--- src/sv/pct_pkg.sv ---
`timescale 1ns / 1ps

package pct_pkg;

  localparam int unsigned DEF_ENTRY_COUNT = 256;
  localparam int unsigned IDX_IN_W        = 8;
  localparam int unsigned CYC_W           = 64;
  localparam int unsigned DIV_CNT_W       = $clog2(CYC_W);

  typedef enum logic [1:0] {
    FUNC_RECORD = 2'd0,
    FUNC_ALLOC  = 2'd1,
    FUNC_READ   = 2'd2,
    FUNC_CLEAR  = 2'd3
  } func_e;

  typedef struct packed {
    logic [CYC_W-1:0] calls;
    logic [CYC_W-1:0] sum;
    logic [CYC_W-1:0] least;
    logic [CYC_W-1:0] most;
    logic [CYC_W-1:0] latest;
  } entry_t;

  localparam entry_t ENTRY_RESET = '{
    calls:  '0,
    sum:    '0,
    least:  '1,
    most:   '0,
    latest: '0
  };

  typedef struct packed {
    logic [IDX_IN_W-1:0] assigned_index;
    logic                entry_used;
    logic [CYC_W-1:0]    calls;
    logic [CYC_W-1:0]    cycle_sum;
    logic [CYC_W-1:0]    fewest_cycles;
    logic [CYC_W-1:0]    most_cycles;
    logic [CYC_W-1:0]    latest_cycles;
    logic [CYC_W-1:0]    mean_cycles;
  } result_t;

  // controller -> datapath
  typedef struct packed {
    logic rd_en;       // item accepted: latch payload, read entry
    logic rec_wr;      // write back updated entry
    logic div_start;
    logic load_out;
    logic alloc_step;
    logic clr_start;
    logic clr_run;
  } pct_cmd_t;

  // datapath -> controller
  typedef struct packed {
    func_e func;
    logic  calls_zero;
    logic  div_busy;
    logic  clr_last;
  } pct_stat_t;

endpackage

--- src/sv/pct_ctrl.sv ---
`timescale 1ns / 1ps

module pct_ctrl (
  input  logic               clk_i,
  input  logic               rst_ni,
  input  logic               in_valid_i,
  output logic               in_ready_o,
  output logic               out_valid_o,
  input  logic               out_ready_i,
  input  pct_pkg::pct_stat_t stat_i,
  output pct_pkg::pct_cmd_t  cmd_o
);
  import pct_pkg::*;

  typedef enum logic [2:0] {
    ST_INIT,
    ST_IDLE,
    ST_EXEC,
    ST_DIV,
    ST_CLEAR,
    ST_FINISH
  } state_e;

  state_e state_q, state_d;
  logic   out_valid_q;
  logic   out_free;

  assign out_free    = !out_valid_q || out_ready_i;
  assign in_ready_o  = (state_q == ST_IDLE);
  assign out_valid_o = out_valid_q;

  always_comb begin
    cmd_o   = '0;
    state_d = state_q;
    case (state_q)
      ST_INIT: begin
        cmd_o.clr_run = 1'b1;
        if (stat_i.clr_last) begin
          state_d = ST_IDLE;
        end
      end
      ST_IDLE: begin
        if (in_valid_i) begin
          cmd_o.rd_en = 1'b1;
          state_d     = ST_EXEC;
        end
      end
      ST_EXEC: begin
        case (stat_i.func)
          FUNC_READ: begin
            if (!stat_i.calls_zero) begin
              cmd_o.div_start = 1'b1;
              state_d         = ST_DIV;
            end else begin
              state_d = ST_FINISH;
            end
          end
          FUNC_CLEAR: begin
            cmd_o.clr_start = 1'b1;
            state_d         = ST_CLEAR;
          end
          FUNC_RECORD: begin
            cmd_o.rec_wr = 1'b1;
            state_d      = ST_FINISH;
          end
          default: begin
            state_d = ST_FINISH;
          end
        endcase
      end
      ST_DIV: begin
        if (!stat_i.div_busy) begin
          state_d = ST_FINISH;
        end
      end
      ST_CLEAR: begin
        cmd_o.clr_run = 1'b1;
        if (stat_i.clr_last) begin
          state_d = ST_FINISH;
        end
      end
      ST_FINISH: begin
        state_d = ST_FINISH;
      end
      default: begin
        state_d = ST_IDLE;
      end
    endcase

    // hand the result to the output register as soon as it is free
    if (state_d == ST_FINISH && out_free &&
        !(state_q == ST_EXEC && stat_i.func == FUNC_READ && !stat_i.calls_zero) &&
        !(state_q == ST_EXEC && stat_i.func == FUNC_CLEAR)) begin
      cmd_o.load_out   = 1'b1;
      cmd_o.alloc_step = (stat_i.func == FUNC_ALLOC);
      state_d          = ST_IDLE;
    end
  end

  always_ff @(posedge clk_i or negedge rst_ni) begin
    if (!rst_ni) begin
      state_q     <= ST_INIT;
      out_valid_q <= 1'b0;
    end else begin
      state_q <= state_d;
      if (cmd_o.load_out) begin
        out_valid_q <= 1'b1;
      end else if (out_ready_i) begin
        out_valid_q <= 1'b0;
      end
    end
  end

endmodule

--- config.mk ---
export PLATFORM = sky130hd
export DESIGN_NAME = pct_ctrl
export DESIGN_NICKNAME = d
export VERILOG_FILES = /design/src/sv/pct_pkg.sv /design/src/sv/pct_ctrl.sv
export SDC_FILE = /design/constraint.sdc
export NUM_CORES = 1
export LEC_CHECK = 0
export ABC_CLOCK_PERIOD_IN_PS = 1800
export BUFFER_PORTS_ARGS = -buffer_cell sky130_fd_sc_hd__buf_2
export CORE_AREA = 5 5 42 44
export DETAILED_ROUTE_END_ITERATION = 7
export DIE_AREA = 0 0 47 49
export PLACE_DENSITY = 0.44
export SYNTH_ARGS = -nofsm -noshare
export SYNTH_HDL_FRONTEND = slang
export SYNTH_SLANG_ARGS = --single-unit
--- constraint.sdc ---
create_clock -name clk_i -period 1.8 [get_ports clk_i]
set_input_delay 0.09 -clock clk_i [delete_from_list [all_inputs] [get_ports clk_i]]
set_output_delay 0.09 -clock clk_i [all_outputs]
set_load 0.03 [all_outputs]
==> results.json <==
{
  "status": "completed",
  "grt_max_degree": 8,
  "final_common_cell": "buf_2",
  "ant_nets": 0,
  "drc": 0,
  "critPathSlowestCell": "dfrtp_2",
  "htreeDepth": 1,
  "leakagePower_nw": 0.254,
  "cts_buffers": 3,
  "worst_slew_pin_slew_ns": 0.402,
  "seq_area_frac_synth_pct": 32.0,
  "min_path_type": "primary input to register",
  "cp-end-kind": "output pin",
  "synthDominantCellAreaShare_pct": 32.0,
  "maxSlewHeadroom_pct": 72.8,
  "synth_nets": 40,
  "syn_area_um2": 313,
  "row_count": 14,
  "viasPerCell": 4.51,
  "powerDensity_nw_per_um2": 1760,
  "start_util_pct": 22.3,
  "cts_buffer_depth": 2,
  "port_buffers": 17,
  "cts.sinks": 4,
  "grt_pass1_vias": 345,
  "first_iter_violations": 6,
  "cts_tree": "built",
  "wire_per_inst_um": 11.4,
  "place_congestion": 0.650,
  "core_um2": 1400,
  "syn_area_per_cell_um2": 10.1,
  "clock_skew_ns": 0.00229,
  "ys_ff_latch": 4,
  "grt_overflow": 0,
  "clk_pin_slew_ns": 0.04,
  "vdd_drop_max_v": 0.000761,
  "synth_top_cell_by_area": "dfrtp_1",
  "final_cells": 72,
  "ys_types": 22,
  "pin_count": 18,
  "syn2layout_area_growth_pct": 68.4,
  "totalWireLength_um": 822,
  "cap_violations": 0,
  "path_max_fanout": 7,
  "vias": 325,
  "synthTopCellsByArea": "dfrtp_1 32%, a311oi_4 8.4%, nor3b_1 7.2%",
  "grt_pass1_wl_mm": 1.43,
  "hold_viol": 0,
  "ys_warn_count": 0,
  "period_share_pct": 99.0,
  "criticalPathCategory": "register to output pin",
  "holdWs_ns": 0.182,
  "die_w_um": 47,
  "critical_path_required_ns": 1.71,
  "cts-root-buf": "clkbuf_4",
  "critPathLaunchType": "register",
  "cp.arrival_ns": 1.69,
  "dp_cells": 62,
  "die_h_um": 49,
  "max_freq_mhz": 561,
  "max_stage_delay_ns": 0.44,
  "drive_gt1_share_pct": 66.1,
  "first_pass_iters": 2,
  "design.die.area_um2": 2300,
  "antenna_found_initial": 0,
  "layout_common_cells": "16 x buf_2, 6 x buf_4, 3 x nor3b_1, 3 x clkbuf_4, 3 x dfrtp_2",
  "setup_viol": 0,
  "rsz0062_at_grt": "true",
  "diodes": 0,
  "postSynthCellCount": 31,
  "min_period_ns": 1.78,
  "final-max-slew-violation-count": 0,
  "path_cells": "nor3b_4, a311oi_4, nand2_2, nor4b_4, buf_6",
  "clk_latency_ns": 0.23,
  "nets": 67,
  "grt.total_usage_pct": 8.40
}
==> registers in the layout (all words and copies together), names as in the netlist <==
name	cells
out_valid_o	1
state_q	3
==> report_power, final <==
part / internal, mW / switching, mW
registers: 0.139 / 0.0735
clock network: 0.0744 / 0.0332
logic: 0.274 / 0.331
==> critical path: cells and delay by family (launching register included) <==
family          cells  cell delay (ns)
compound gates      1             0.30
flops               1             0.44
simple gates        3             0.54
buf+inv             1             0.16
==> cell families (layout without fill, tap and decap cells) <==
logic type,count (synthesis),count (layout),share of synthesized area [%]
simple gates,16,16,39.6
compound gates,6,6,19.2
buf+inv,4,29,5.60
flops,4,4,32.0
mux,1,1,3.60
==> per-layer routing <==
layer  routed length [um]  vias up  track usage (%)
li1                     -      165                -
met1                  363      151             10.8
met2                  402        9             11.8
met3                   56        0             3.32
met4                    0        0             4.15
met5                    0        -                0
==> layout make-up <==
class | count | area [um^2]
Sequential cell | 4 | 104
Tap cell | 16 | 20.0
Inverter | 2 | 7.51
Fill cell | 146 | 875
Timing Repair Buffer | 24 | 146
Clock buffer | 3 | 22.5
Multi-Input combinational cell | 23 | 226
==> path summary, 6_finish.rpt <==
kind	from	to	slack, ns	depth (start not counted)
max	state_q[1]	cmd_o[2]	0.02	5
min	out_ready_i	out_valid_o	0.18	3
max reg2reg	state_q[1]	state_q[2]	0.19	6
min reg2reg	out_valid_o	out_valid_o	0.56	2
max in group asynchronous	rst_ni	state_q[2]	1.48	2
min in group asynchronous	rst_ni	state_q[1]	0.19	2
==> through the flow <==
step                      setup TNS, ns  area [um^2]  utilization [%]  setup WS [ns]  power, mW
after global routing            -0.0923          527             37.6        -0.0903      0.999
after global placement                0          417             29.7         0.0977      0.667
after detailed placement              0          417             29.7         0.0940      0.663
final                                 0          527             37.6         0.0188      0.925
after CTS                      -0.00938          502             35.8       -0.00938      0.887
after floorplan                -0.00723          322                -       -0.00723      0.558
==> cells in the mapped netlist <==
| master | n |
|---|---|
| nor2_1 | 2 |
| a2111oi_0 | 1 |
| nor3_1 | 1 |
| nor4b_1 | 1 |
| mux2_1 | 1 |
| nand2_1 | 1 |
| nand3b_1 | 1 |
| nand2_2 | 1 |
| nand2b_1 | 1 |
| and3_1 | 1 |
| nor4b_2 | 1 |
| o21ba_1 | 1 |
| buf_2 | 2 |
| nor3b_2 | 1 |
| o21ai_1 | 1 |
| a21oi_1 | 2 |
| and2_1 | 1 |
| dfrtp_1 | 4 |
| nor3b_1 | 3 |
| inv_1 | 2 |
| a311oi_4 | 1 |
| nor4bb_2 | 1 |
==> repair_timing <==
item	in CTS	in global routing
pin swaps	2	2
hold endpoints to repair	4	0
setup endpoints to repair	2	2
gates resized for setup	5	5
hold buffers	1	0
buffers inserted	5	1
Note: power is estimated with default switching activity, not from simulation.
